--- src/sv/dsf_pkg.sv ---
// shared types, opcodes and micro-op codes of the dual-stack processor core
`timescale 1ns / 1ps

package dsf_pkg;

  typedef struct packed {
    logic [1:0]  cmd;
    logic [15:0] mem_addr;
    logic [7:0]  mem_byte;
    logic [7:0]  in_char;
  } in_word_t;

  typedef struct packed {
    logic        out_valid;
    logic [7:0]  out_char;
    logic        halted;
    logic [15:0] top_value;
    logic [7:0]  read_byte;
    logic [15:0] pc_value;
  } out_word_t;

  localparam logic [1:0] CMD_WRITE = 2'd0;
  localparam logic [1:0] CMD_STEP  = 2'd1;
  localparam logic [1:0] CMD_READ  = 2'd2;

  localparam logic [4:0] OP_HALT  = 5'd0;
  localparam logic [4:0] OP_ADD   = 5'd1;
  localparam logic [4:0] OP_SUB   = 5'd2;
  localparam logic [4:0] OP_MUL   = 5'd3;
  localparam logic [4:0] OP_DIV   = 5'd4;
  localparam logic [4:0] OP_NOT   = 5'd5;
  localparam logic [4:0] OP_AND   = 5'd6;
  localparam logic [4:0] OP_OR    = 5'd7;
  localparam logic [4:0] OP_XOR   = 5'd8;
  localparam logic [4:0] OP_SHL   = 5'd9;
  localparam logic [4:0] OP_SHR   = 5'd10;
  localparam logic [4:0] OP_IN    = 5'd11;
  localparam logic [4:0] OP_OUT   = 5'd12;
  localparam logic [4:0] OP_READ  = 5'd13;
  localparam logic [4:0] OP_WRITE = 5'd14;
  localparam logic [4:0] OP_LD16  = 5'd15;
  localparam logic [4:0] OP_LD8   = 5'd16;
  localparam logic [4:0] OP_ST16  = 5'd17;
  localparam logic [4:0] OP_ST8   = 5'd18;
  localparam logic [4:0] OP_LIT16 = 5'd19;
  localparam logic [4:0] OP_LIT8  = 5'd20;
  localparam logic [4:0] OP_ZJUMP = 5'd21;
  localparam logic [4:0] OP_NEXT  = 5'd22;
  localparam logic [4:0] OP_DROP  = 5'd23;
  localparam logic [4:0] OP_DUP   = 5'd24;
  localparam logic [4:0] OP_OVER  = 5'd25;
  localparam logic [4:0] OP_SWAP  = 5'd26;
  localparam logic [4:0] OP_PUSH  = 5'd27;
  localparam logic [4:0] OP_POP   = 5'd28;
  localparam logic [4:0] OP_PEEK  = 5'd29;
  localparam logic [4:0] OP_RET   = 5'd30;
  localparam logic [4:0] OP_NOP   = 5'd31;

  localparam logic [4:0] UOP_NONE   = 5'd0;
  localparam logic [4:0] UOP_ACCEPT = 5'd1;
  localparam logic [4:0] UOP_MEM    = 5'd2;
  localparam logic [4:0] UOP_RDCAP  = 5'd3;
  localparam logic [4:0] UOP_F0     = 5'd4;
  localparam logic [4:0] UOP_F1     = 5'd5;
  localparam logic [4:0] UOP_F2     = 5'd6;
  localparam logic [4:0] UOP_CALL   = 5'd7;
  localparam logic [4:0] UOP_LD     = 5'd8;
  localparam logic [4:0] UOP_LX     = 5'd9;
  localparam logic [4:0] UOP_DIV    = 5'd10;
  localparam logic [4:0] UOP_RA     = 5'd11;
  localparam logic [4:0] UOP_RB     = 5'd12;
  localparam logic [4:0] UOP_RC     = 5'd13;
  localparam logic [4:0] UOP_WA     = 5'd14;
  localparam logic [4:0] UOP_WB     = 5'd15;
  localparam logic [4:0] UOP_EX     = 5'd16;
  localparam logic [4:0] UOP_W1     = 5'd17;
  localparam logic [4:0] UOP_W2     = 5'd18;
  localparam logic [4:0] UOP_T0     = 5'd19;
  localparam logic [4:0] UOP_T1     = 5'd20;

  typedef struct packed {
    logic [4:0] uop;
  } ctl_cmd_t;

  typedef struct packed {
    logic [1:0] cmd;
    logic       halted;
    logic       fetch_needed;
    logic       word_even;
    logic       op_rd;
    logic       op_wr;
    logic       op_two_wr;
    logic       op_div;
    logic       out_free;
  } dp_stat_t;

endpackage

--- src/sv/dsf_ctrl.sv ---
// sequencer that steps the datapath through fetch, operand load, execute and report
`timescale 1ns / 1ps

module dsf_ctrl (
  input  logic              clk,
  input  logic              rst_n,
  input  logic              in_valid,
  output logic              busy,
  input  dsf_pkg::dp_stat_t stat,
  output dsf_pkg::ctl_cmd_t cmd
);

  localparam logic [4:0] S_IDLE = 5'd0;
  localparam logic [4:0] S_DISP = 5'd1;
  localparam logic [4:0] S_MEM  = 5'd2;
  localparam logic [4:0] S_RDW  = 5'd3;
  localparam logic [4:0] S_F0   = 5'd4;
  localparam logic [4:0] S_F1   = 5'd5;
  localparam logic [4:0] S_F2   = 5'd6;
  localparam logic [4:0] S_CALL = 5'd7;
  localparam logic [4:0] S_LD   = 5'd8;
  localparam logic [4:0] S_LX   = 5'd9;
  localparam logic [4:0] S_DIV  = 5'd10;
  localparam logic [4:0] S_RA   = 5'd11;
  localparam logic [4:0] S_RB   = 5'd12;
  localparam logic [4:0] S_RC   = 5'd13;
  localparam logic [4:0] S_WA   = 5'd14;
  localparam logic [4:0] S_WB   = 5'd15;
  localparam logic [4:0] S_EX   = 5'd16;
  localparam logic [4:0] S_W1   = 5'd17;
  localparam logic [4:0] S_W2   = 5'd18;
  localparam logic [4:0] S_T0   = 5'd19;
  localparam logic [4:0] S_T1   = 5'd20;

  logic [4:0] state_r, state_nxt;
  logic [3:0] cnt_r, cnt_nxt;

  assign busy = (state_r != S_IDLE);

  always_comb begin
    state_nxt = state_r;
    cnt_nxt   = cnt_r;
    cmd.uop   = dsf_pkg::UOP_NONE;
    unique case (state_r)
      S_IDLE: begin
        if (in_valid) begin
          cmd.uop   = dsf_pkg::UOP_ACCEPT;
          state_nxt = S_DISP;
        end
      end
      S_DISP: begin
        if (stat.cmd == dsf_pkg::CMD_WRITE || stat.cmd == dsf_pkg::CMD_READ) begin
          state_nxt = S_MEM;
        end else if (stat.cmd == dsf_pkg::CMD_STEP && !stat.halted) begin
          state_nxt = stat.fetch_needed ? S_F0 : S_LD;
        end else begin
          state_nxt = S_T0;
        end
      end
      S_MEM: begin
        cmd.uop   = dsf_pkg::UOP_MEM;
        state_nxt = (stat.cmd == dsf_pkg::CMD_READ) ? S_RDW : S_T0;
      end
      S_RDW: begin
        cmd.uop   = dsf_pkg::UOP_RDCAP;
        state_nxt = S_T0;
      end
      S_F0: begin
        cmd.uop   = dsf_pkg::UOP_F0;
        state_nxt = S_F1;
      end
      S_F1: begin
        cmd.uop   = dsf_pkg::UOP_F1;
        state_nxt = S_F2;
      end
      S_F2: begin
        cmd.uop   = dsf_pkg::UOP_F2;
        state_nxt = stat.word_even ? S_CALL : S_LD;
      end
      S_CALL: begin
        cmd.uop   = dsf_pkg::UOP_CALL;
        state_nxt = S_T0;
      end
      S_LD: begin
        cmd.uop   = dsf_pkg::UOP_LD;
        state_nxt = S_LX;
      end
      S_LX: begin
        cmd.uop = dsf_pkg::UOP_LX;
        cnt_nxt = '0;
        if (stat.op_div) begin
          state_nxt = S_DIV;
        end else if (stat.op_rd) begin
          state_nxt = S_RA;
        end else if (stat.op_wr) begin
          state_nxt = S_WA;
        end else begin
          state_nxt = S_EX;
        end
      end
      S_DIV: begin
        cmd.uop = dsf_pkg::UOP_DIV;
        cnt_nxt = cnt_r + 4'd1;
        if (cnt_r == 4'd15) begin
          state_nxt = S_EX;
        end
      end
      S_RA: begin
        cmd.uop   = dsf_pkg::UOP_RA;
        state_nxt = S_RB;
      end
      S_RB: begin
        cmd.uop   = dsf_pkg::UOP_RB;
        state_nxt = S_RC;
      end
      S_RC: begin
        cmd.uop   = dsf_pkg::UOP_RC;
        state_nxt = S_EX;
      end
      S_WA: begin
        cmd.uop   = dsf_pkg::UOP_WA;
        state_nxt = stat.op_two_wr ? S_WB : S_EX;
      end
      S_WB: begin
        cmd.uop   = dsf_pkg::UOP_WB;
        state_nxt = S_EX;
      end
      S_EX: begin
        cmd.uop   = dsf_pkg::UOP_EX;
        state_nxt = S_W1;
      end
      S_W1: begin
        cmd.uop   = dsf_pkg::UOP_W1;
        state_nxt = S_W2;
      end
      S_W2: begin
        cmd.uop   = dsf_pkg::UOP_W2;
        state_nxt = S_T0;
      end
      S_T0: begin
        cmd.uop   = dsf_pkg::UOP_T0;
        state_nxt = S_T1;
      end
      S_T1: begin
        if (stat.out_free) begin
          cmd.uop   = dsf_pkg::UOP_T1;
          state_nxt = S_IDLE;
        end
      end
      default: state_nxt = S_IDLE;
    endcase
  end

  always_ff @(posedge clk) begin
    if (!rst_n) begin
      state_r <= S_IDLE;
      cnt_r   <= '0;
    end else begin
      state_r <= state_nxt;
      cnt_r   <= cnt_nxt;
    end
  end

endmodule

--- config.mk ---
export PLATFORM = sky130hd
export DESIGN_NAME = dsf_ctrl
export DESIGN_NICKNAME = d
export VERILOG_FILES = /design/src/sv/dsf_pkg.sv /design/src/sv/dsf_ctrl.sv
export SDC_FILE = /design/constraint.sdc
export NUM_CORES = 1
export LEC_CHECK = 0
export ABC_AREA = 1
export BUFFER_PORTS_ARGS = -buffer_cell sky130_fd_sc_hd__buf_4
export CORE_ASPECT_RATIO = 1.4
export CORE_MARGIN = 1
export CORE_UTILIZATION = 47
export CTS_BUF_LIST = sky130_fd_sc_hd__clkbuf_4 sky130_fd_sc_hd__clkbuf_8
export DETAILED_ROUTE_END_ITERATION = 8
export PLACE_DENSITY = 0.8
export SYNTH_ARGS = -nofsm -noshare
export SYNTH_HDL_FRONTEND = slang
export SYNTH_SLANG_ARGS = --single-unit
--- constraint.sdc ---
create_clock -name clk -period 3.8 [get_ports clk]
set_input_delay 0.38 -clock clk [delete_from_list [all_inputs] [get_ports clk]]
set_output_delay 0.38 -clock clk [all_outputs]
set_load 0.01 [all_outputs]
## Yosys cells after proc, flatten, opt, wreduce, memory -nomap -nowiden

Index checks and enable logic that the tools add are counted.

| operators by class | value |
|---|---|
| add/sub/neg operators | 1 |
| $mul | 0 |
| div/mod/pow operators | 0 |
| $lt $le $gt $ge | 0 |
| equal/unequal tests | 26 |
| shift operators | 0 |
| mux-type cells | 17 |
| bitwise operators | 0 |
| reduce and logical (&&, ||, !) cells | 10 |

Operator list:

| cell | number |
|---|---|
| 5-bit case mux with 20 select lines | 1 |
| 5-bit case mux with 18 select lines | 1 |
| 5-bit two-way mux | 11 |
| 5-bit by 4-bit == test with 1-bit output (second input constant) | 8 |
| 5-bit == test (second input constant) | 5 |
| 5-bit by 3-bit == test with 1-bit output (second input constant) | 4 |
| 5-bit by 2-bit == test with 1-bit output (second input constant) | 2 |
| 4-bit two-way mux | 2 |
| 4-bit case mux with 2 select lines | 1 |
| 2-bit inequality test (second input constant) | 3 |
| 5-bit by 1-bit == test with 1-bit output (second input constant) | 1 |
| 5-bit logical NOT | 1 |
| 5-bit nonzero test | 1 |
| 4-bit by 1-bit adder with 4-bit output (second input constant) | 1 |
| 4-bit == test (second input constant) | 1 |
| 3-bit AND reduction | 1 |
| 3-bit OR reduction | 1 |
| 2-bit by 1-bit == test with 1-bit output (second input constant) | 1 |
| 2-bit == test (second input constant) | 1 |
| 2-bit logical NOT | 1 |
| 2-bit nonzero test | 1 |
| 2-bit OR reduction | 1 |
| 1-bit logical AND | 1 |
| 1-bit logical NOT | 1 |
| 2 further kinds | 2 |

| word-level totals | value |
|---|---|
| register bits after elaboration | 9 |
| bits in latches | 0 |
| RAM bits | 0 |
| bits in read-only memories | 0 |
| input bits | 13 |
| output and inout port bits | 6 |
| word-level logic and storage cells | 56 |
| memories kept | 0 |

## Depth between registers and ports, before layout

| logic depth | value |
|---|---|
| depth after elaboration | 5 |
| mapped depth | 10 |
| mapped depth without buffers | 10 |

## Least setup slack after synthesis

OpenSTA, ideal clock, no wires.

| timing path | value |
|---|---|
| kind | register to output |
| from | register state_r[4] |
| to | output cmd[0] in the netlist's numbering |
| arrival time | 1.024 ns |
| required time | 3.420 ns |
| slack | 2.396 ns |
| stages on the path, launching flop included | 7 |
| path buffers | 1 |
| cells stage by stage | dfxtp_1 -> buf_2 -> inv_2 -> nand3_4 -> nor2_4 -> a31oi_1 -> o2111ai_1 |

RTL lines:

| what | line | text |
|---|---|---|
| start, declared | dsf_ctrl.sv:35 | `logic [4:0] state_r, state_nxt;` |
| start signal, assigned | dsf_ctrl.sv:159 | `state_r <= state_nxt;` |
| end, declared | dsf_ctrl.sv:10 | `output dsf_pkg::ctl_cmd_t cmd` |

==> impl_metrics.env <==
export IMPL_fmax_mhz=512.0
export IMPL_critPathKind="flop to primary output"
export IMPL_clock_sinks=9
export IMPL_hold_violations=0
export IMPL_gr_usage_all_layers_pct=23.89
export IMPL_ctsResizeCount=0
export IMPL_hpwl_mm=1.785
export IMPL_synth_area_um2=869.6
export IMPL_postCtsSetupBuffers=0
export IMPL_hp_class="input port to flop"
export IMPL_route_met3_wl_um=129
export IMPL_p_int_mw=0.2629
export IMPL_p_leak_nw=0.5523
export IMPL_synth_seq_area_share_pct=20.72
export IMPL_numCtsBuffers=3
export IMPL_power_switching_mw=0.2326
export IMPL_diodes=0
export IMPL_wl_met2_mm=1.158
export IMPL_power_frac_seq_pct=26.5
export IMPL_final_util_pct=60.04
export IMPL_die_w_um=38.36
export IMPL_dieArea_um2=2029
export IMPL_wl_mm=2.194
export IMPL_maxCapViolCount=0
export IMPL_dr_total_vias=1005
export IMPL_io_pins=19
export IMPL_antenna_found_initial=0
export IMPL_pwr_share_clk_pct=16.1
export IMPL_area_delta_synth_final_pct=21.29
export IMPL_comb_power_share_pct=57.4
export IMPL_gr_total_overflow=0
export IMPL_min_path_cells=3
export IMPL_mostFrequentLayoutCells="nand2_1 (30), nor2_1 (24), inv_1 (20)"
export IMPL_final_common_cell="nand2_1"
export IMPL_rsz0062_at_grt="no"
export IMPL_drc=0
export IMPL_io_buffers=18
export IMPL_start_util_pct=49.50
export IMPL_vias_per_cell=5.374
export IMPL_power_density_nw_per_um2=469.8
export IMPL_highest_layer="met4"
export IMPL_yosys_warnings=0
export IMPL_worstPathRequired_ns=3.42
export IMPL_drt_pass1_iterations=4
export IMPL_clkLatencyLatePin_ns=0.26
export IMPL_root_buffer="clkbuf_4"
export IMPL_startpoint_type="flop"
export IMPL_die_h_um=52.90
export IMPL_cts_tree="built"
export IMPL_tightestPinTransition_ns=0.4899
export IMPL_clock_skew_final_ns=0.001140
export IMPL_stdcell_count=187
export IMPL_row_count=18
export IMPL_dpl_cell_count=183
export IMPL_slew_headroom_pct=67.22
export IMPL_gp_congestion=0.9151
export IMPL_cp_end_kind="primary output"
export IMPL_synth_area_per_cell_um2=5.956
export IMPL_ant_nets=0
export IMPL_syn_num_nets=160
export IMPL_final_max_slew_viol_count=0
export IMPL_worstPathMaxFanout=10
export IMPL_tns_ns=0
export IMPL_placed_area_um2=1025
export IMPL_ys_ff_latch=9
export IMPL_cts_max_level=1
export IMPL_grt_max_degree=11
export IMPL_wl_per_cell_um=11.73
export IMPL_nets=182
export IMPL_clk_path_buf_depth=2
export IMPL_netlist_instances=146
export IMPL_ys_types=27
export IMPL_drt_iter0_drc=19
export IMPL_min_period_ns=1.953
export IMPL_final_area_um2=1055
export IMPL_wl_met1_um=854
export IMPL_swShare_pct=46.94
export IMPL_outcome="finished clean"
export IMPL_drive_above_1_share_pct=25.75
export IMPL_cts_hold_buf=0
export IMPL_period_share_pct=51.40
export IMPL_grt_pass1_vias=907
export IMPL_reg2reg_depth=6
export IMPL_setup_viol=0
export IMPL_grt_pass1_wl_mm=3.512
export IMPL_core_area_um2=1757
export IMPL_clkTransAtPathRegs_ns=0.06
export IMPL_vdd_drop_max_v=0.0002913
export IMPL_cp_data_arrival_time_ns=1.57
## per-stage QoR
step	power [mW]	hold WS, ns	worst slack [ns]
after global placement	0.4078	0.4822	2.184
after detailed placement	0.4111	0.4902	2.152
after CTS	0.4926	0.3375	1.876
after global routing	0.5353	0.3549	1.728
final	0.4955	0.3362	1.847
after floorplan	0.3248	0.4698	2.396
## power by group through the flow
| stage | clock (mW) | combinational [mW] | sequential [mW] |
|---|---|---|---|
| after floorplan | 0 | 0.205 | 0.120 |
| after global placement | 0 | 0.276 | 0.132 |
| after detailed placement | 0 | 0.279 | 0.132 |
| after CTS | 0.0810 | 0.281 | 0.130 |
| after global routing | 0.0866 | 0.315 | 0.134 |
| final | 0.0798 | 0.285 | 0.131 |
## layout make-up
class | count | area [um2]
Clock buffer | 4 | 30.03
Inverter | 23 | 86.33
Fill cell | 184 | 701.9
Multi-Input combinational cell | 113 | 598.1
Timing Repair Buffer | 18 | 135.1
Tap cell | 20 | 25.02
Sequential cell | 9 | 180.2
## worst max-delay path, stage by stage, from the launching register on
cell and delay (ns):
dfxtp_1 0.50, inv_2 0.17, nand3_4 0.15, nor2_4 0.06, a31oi_1 0.16, o2111ai_1 0.12, buf_4 0.16
## cells in the mapped netlist
cell type / count / area (um2)
nand3b_1: 3 / 22.52
nand3_2: 1 / 10.01
nor3b_1: 1 / 7.510
ha_1: 1 / 12.51
dfxtp_1: 9 / 180.2
nor2_4: 5 / 56.30
a21oi_1: 8 / 40.04
nor2_1: 24 / 90.09
nand3_1: 14 / 70.07
nand2_1: 30 / 112.6
nor3_1: 2 / 10.01
nand4_1: 4 / 25.02
o21ai_2: 2 / 17.52
o21ai_0: 3 / 15.01
and3_1: 1 / 6.260
and2_0: 1 / 6.260
inv_2: 3 / 11.26
a31o_2: 1 / 8.760
nor2_2: 2 / 12.51
a31oi_1: 1 / 6.260
nand2_2: 5 / 31.28
inv_1: 20 / 75.07
o2111ai_1: 1 / 8.760
buf_2: 1 / 5.000
o21ai_1: 1 / 5.000
nand3_4: 1 / 17.52
or2_2: 1 / 6.260
## worst paths after layout
check                           slack (ns)          to       start
worst max-delay path                  1.85      cmd[0]  state_r[4]
worst min register to register        0.51    cnt_r[3]    cnt_r[3]
worst max register to register        2.28  state_r[4]  state_r[0]
worst min-delay path                  0.34  state_r[2]       rst_n
## cells by family after synthesis
| kind of cell | Yosys count | synth area share (%) |
|---|---|---|
| flops | 9 | 20.72 |
| compound gates | 17 | 11.65 |
| simple gates | 95 | 55.69 |
| fa+ha+maj | 1 | 1.439 |
| buf+inv | 24 | 10.50 |
## routing by layer
| metal | up-vias | global-route usage, % |
|---|---|---|
| met2 | 33 | 46.61 |
| li1 | 519 | - |
| met4 | 0 | 6.322 |
| met5 | - | 0 |
| met3 | 10 | 4.622 |
| met1 | 443 | 24.61 |
## sequential cells by signal (all words and copies together), names as in the netlist
register	cells
cnt_r	4
state_r	5
(Power assumes the default switching activity.)
